## src/rtl/core/bfm_pkg.sv

```systemverilog
// Shared types, constants and divide helpers for the 3x3 box filter.
// Used by the channel interfaces, the controller, the datapath and the top level.
package bfm_pkg;

    // Default frame limits handed to the top-level parameters
    localparam int DEF_MAX_WIDTH  = 256;
    localparam int DEF_MAX_HEIGHT = 256;

    // Fixed field widths
    localparam int CFG_W = 9;
    localparam int PIX_W = 8;
    localparam int POS_W = 8;
    localparam int SUM_W = 12;   // nine 8-bit cells
    localparam int COL_SUM_W = 10;   // three 8-bit cells

    // Word opcodes
    localparam logic OP_PIXEL = 1'b0;
    localparam logic OP_DRAIN = 1'b1;

    // Configuration register indexes
    localparam logic REG_FRAME_WIDTH  = 1'b0;
    localparam logic REG_FRAME_HEIGHT = 1'b1;

    // Window column being read or summed
    typedef enum logic [1:0] {
        COL_LEFT,
        COL_MID,
        COL_RIGHT
    } t_col;

    // Controller to datapath commands
    typedef struct packed {
        logic capture;
        logic acc_clr;
        logic rd_en;
        t_col rd_col;
        logic acc_en;
        t_col acc_col;
        logic div_en;
        logic commit;
    } t_cmd;

    // Datapath to controller status
    typedef struct packed {
        logic act;
        logic emit;
        logic out_free;
    } t_sts;

    // floor(x / 3) for x below 2048: reciprocal multiply
    function automatic logic [9:0] div_by3(input logic [10:0] i_x);
        logic [21:0] prod;
        prod = 22'(i_x) * 22'd1366;
        return prod[21:12];
    endfunction

    // floor(x / 9) for any 12-bit x: reciprocal multiply
    function automatic logic [8:0] div_by9(input logic [11:0] i_x);
        logic [24:0] prod;
        prod = 25'(i_x) * 25'd7282;
        return prod[24:16];
    endfunction

endpackage

```

## src/rtl/core/bfm_ctrl.sv

```systemverilog
// Sequencer of the 3x3 box filter: takes a word, steps the column reads,
// the divide and the commit. Depends on bfm_pkg for command/status types.
module bfm_ctrl (
    input  logic           i_clk,
    input  logic           i_rst_n,
    input  logic           i_valid,
    output logic           o_ready,
    input  bfm_pkg::t_sts  i_sts,
    output bfm_pkg::t_cmd  o_cmd
);
    import bfm_pkg::*;

    localparam logic [1:0] LAST_STEP = 2'd3;

    typedef enum logic [2:0] {
        S_IDLE,
        S_DECIDE,
        S_READ,
        S_DIV,
        S_COMMIT
    } t_state;

    t_state     r_state, n_state;
    logic [1:0] r_step, n_step;

    // Next state and command decode
    always_comb begin
        n_state = r_state;
        n_step  = r_step;
        o_cmd   = '0;
        o_ready = 1'b0;
        unique case (r_state)
            S_IDLE: begin
                o_ready = 1'b1;
                if (i_valid) begin
                    o_cmd.capture = 1'b1;
                    n_state       = S_DECIDE;
                end
            end
            S_DECIDE: begin
                // drop words that do nothing in the current phase
                priority if (!i_sts.act) begin
                    n_state = S_IDLE;
                end else if (i_sts.emit) begin
                    o_cmd.acc_clr = 1'b1;
                    n_step        = '0;
                    n_state       = S_READ;
                end else begin
                    n_state = S_COMMIT;
                end
            end
            S_READ: begin
                // read one column ahead, sum the column read last cycle
                if (r_step != LAST_STEP) begin
                    o_cmd.rd_en  = 1'b1;
                    o_cmd.rd_col = t_col'(r_step);
                end
                if (r_step != '0) begin
                    o_cmd.acc_en  = 1'b1;
                    o_cmd.acc_col = t_col'(r_step - 2'd1);
                end
                n_step = r_step + 2'd1;
                if (r_step == LAST_STEP) begin
                    n_state = S_DIV;
                end
            end
            S_DIV: begin
                o_cmd.div_en = 1'b1;
                n_state      = S_COMMIT;
            end
            S_COMMIT: begin
                // hold a result while the output register still holds an untaken word
                if (!i_sts.emit || i_sts.out_free) begin
                    o_cmd.commit = 1'b1;
                    n_state      = S_IDLE;
                end
            end
            default: begin
                n_state = S_IDLE;
            end
        endcase
    end

    // State register
    always_ff @(posedge i_clk) begin
        if (!i_rst_n) begin
            r_state <= S_IDLE;
            r_step  <= '0;
        end else begin
            r_state <= n_state;
            r_step  <= n_step;
        end
    end

endmodule

```

## config.mk

```make
export PLATFORM = sky130hd
export DESIGN_NAME = bfm_ctrl
export DESIGN_NICKNAME = d
export VERILOG_FILES = /design/src/rtl/core/bfm_pkg.sv /design/src/rtl/core/bfm_ctrl.sv
export SDC_FILE = /design/constraint.sdc
export NUM_CORES = 1
export LEC_CHECK = 0
export BUFFER_PORTS_ARGS = -buffer_cell sky130_fd_sc_hd__buf_4
export CELL_PAD_IN_SITES_DETAIL_PLACEMENT = 1
export CELL_PAD_IN_SITES_GLOBAL_PLACEMENT = 1
export CORE_AREA = 2 2 39 41
export DETAILED_ROUTE_END_ITERATION = 16
export DIE_AREA = 0 0 41 43
export PLACE_DENSITY_LB_ADDON = 0.05
export SLEW_MARGIN = 10
export SYNTH_ARGS = -nofsm -noshare
export SYNTH_HDL_FRONTEND = slang
export SYNTH_SLANG_ARGS = --single-unit
```

## constraint.sdc

```tcl
create_clock -name i_clk -period 2.1 [get_ports i_clk]
set_input_delay 0 -clock i_clk [delete_from_list [all_inputs] [get_ports i_clk]]
set_output_delay 0 -clock i_clk [all_outputs]
set_load 0.01 [all_outputs]
```

==> impl_results.md <==
- Status: finished, final reports clean
- Total wire length: 947 µm
- Starting Density: 32.4%
- Number of clock buffers inserted by TritonCTS: 3
- Max_slew headroom: 69.5%
- Syn_nets: 59
- Reg power frac: 41.0%
- Pwr Density: 442 mW/mm²
- Peak VDD IR: 0.232 mV
- Number of distinct library cells after synthesis: 28
- Die Area: 0.00176 mm²
- First-pass GRT wire length: 1480 µm
- Yosys top cell area share: 22.3%
- P&R area growth vs syn: 30.4%
- Inserted Diodes: 0
- Switching pwr: 0.0631 mW
- Final Setup Violations: 0
- Critical Path RT: 2.10 ns
- Layout Nets: 77
- DR vias: 379
- Finished Layout Cells: 81
- GRT overflow: 0
- R2R depth: 3
- Placer Congestion: 0.685
- 1st-iter DRT viols: 0
- Crit-path max FO: 11
- Avg Inst Size Synth: 9.33 µm²
- Final Max Slew Viols: 0
- Clock power frac: 42.4%
- CTS H-tree lvls: 1
- Post-synth ARST share: 0%
- EDFF count, synth: 0
- Final core utilization: 42.2%
- WHS Path Cells: 2
- Min-Delay Startpoint: i_rst_n
- FMAX: 713 MHz
- Clk slew on worst S/H paths: 0.05 ns
- Fill cells: 180
- Number of global-route vias before repair: 376
- Cell total after placement: 77
- WL/cell: 11.7 µm
- Antenna-violating nets left: 0
- FF-to-FF Start: r_state[1]
- Hold Path Class: in -> reg
- Num rows: 14
- Yosys warns: 0
- Clk root buf: clkbuf_4
- WP data arrival: 1.40 ns
- Fin crit period: 1.40 ns
- Setup Buffers After CTS: 0
- # port buffers: 16
- Worst hold slack: 0.0199 ns
- Post-Synthesis Cells: 48
- DRC Markers: 0
- Clock buffer depth: 2
- Width of the die: 41 µm
- Yosys reg bits: 5
- Vias per cell: 4.68
- Main flop type after synthesis: dfxtp_1
- RSZ-0062 raised after global routing: false
- TritonRoute pass-1 iters: 1
- DPL Wire Length: 742 µm
- Worst Skew: 0.00662 ns
- Final Hold Viols: 0
- P_leak: 0.264 nW
- Worst Setup End Kind: output port
- CTS Hold Bufs: 0
- Pre-CTS setup slack: 0.842 ns
- Hold endpoint: r_state[1]
- Initial antenna violation count: 0
- Largest net degree at the start of global routing: 12
- Global Route Usage Sum: 12.4%
- Syn Std Cell Area: 448 µm²
- Core area: 0.00138 mm²
- Share of post-route cells with drive strength above 1: 43.1%
- CP Launch Type: flop
- Total clock sinks: 5
- IO Count: 17
- Period utilization: 66.8%
- Worst skew pair latency: 0.24 ns
- Leading area contributor after synthesis: dfxtp_1
- Int Pwr: 0.195 mW
- Logic pwr share: 16.6%
- Reg2reg setup slack: 0.87 ns
- CTS tree: done
- Seq/Total Area, Yosys: 22.3%
- Post-Route Setup TNS: 0 ns
- Post-synth top cells: and2_1, dfxtp_1, ha_1, nor2_1
- Post-CTS Resized: 0
- Cells taking the most area after synthesis: dfxtp_1, ha_1, and2_1, buf_6, o31ai_4
- Sw Share: 24.4%
- Number of max-cap violations: 0
- Die Ht: 43 µm
- FF-to-FF End: r_step[1]
- Slew @ Worst Pin: 0.457 ns
- Worst setup margin: 0.698 ns
- Crit path kind: reg -> out
## sequential cells by signal, indices dropped and copies added (netlist names)
| register | cells |
|---|---|
| r_state | 3 |
| r_step | 2 |
## final cells by class
| type | count | area [µm²] | share of cell area (%) |
|---|---|---|---|
| tap | 16 | 20.0 | 3.43 |
| inverter | 2 | 7.51 | 1.28 |
| clock buffer | 4 | 26.3 | 4.50 |
| sequential | 5 | 100 | 17.1 |
| timing repair buffer | 16 | 120 | 20.6 |
| multi-input combinational | 38 | 310 | 53.1 |
## logic make-up after synthesis
logic type	share of synthesized area, %
AND/OR/NAND/NOR	37.4
AO/OA/AOI/OAI	14.5
buffers and inverters	8.38
adder cells (fa/ha/maj)	14.0
flip-flops	22.3
multiplexers	3.35
## per-layer routing
layer  wire (µm)  vias up  global-route usage [%]  share of wire, %
met3          44        0                    1.57               4.6
met5           0        -                       0                 0
met1         407      166                    14.5                43
met4           0        0                    6.00                 0
li1            -      198                       -                 -
met2         495       15                    20.9                52
## worst max-delay path, stage by stage, from the launching register on
cell and delay (ns):
dfxtp_1 0.53, nor3b_4 0.35, and2_1 0.17, buf_4 0.11
## placed cells by master, fill, tap and decap left out, drive strengths merged, types with 3 or more instances in the layout
cell type  Yosys  routed
and2           6       6
nor2           4       4
ha             5       5
buf            3      16
clkbuf         0       4
dfxtp          5       5
a21oi          3       3
## worst max-delay path by stage
stage	slack, ns	to	from
5_1_grt	0.58	o_cmd[5]	r_state[1]
3_5_place_dp	0.84	r_step[1]	r_state[1]
2_1_floorplan	0.97	r_state[2]	r_step[0]
6_report	0.70	o_cmd[6]	r_state[1]
3_3_place_gp	0.85	r_step[1]	r_state[1]
4_1_cts	0.66	o_cmd[6]	r_state[1]
## power by group through the flow
| stage | sequential [mW] | clock (mW) | combinational [mW] |
|---|---|---|---|
| after floorplan | 0.101 | 0 | 0.0320 |
| final | 0.106 | 0.109 | 0.0430 |
| after CTS | 0.106 | 0.115 | 0.0438 |
| after detailed placement | 0.108 | 0 | 0.0435 |
| after global routing | 0.107 | 0.121 | 0.0469 |
| after global placement | 0.107 | 0 | 0.0442 |
## per-stage QoR
step	area, µm²	power (mW)
after floorplan	448	0.133
after global placement	558	0.152
after detailed placement	558	0.151
after CTS	584	0.265
after global routing	584	0.274
final	584	0.258
Note: power is estimated with default switching activity, not from simulation.
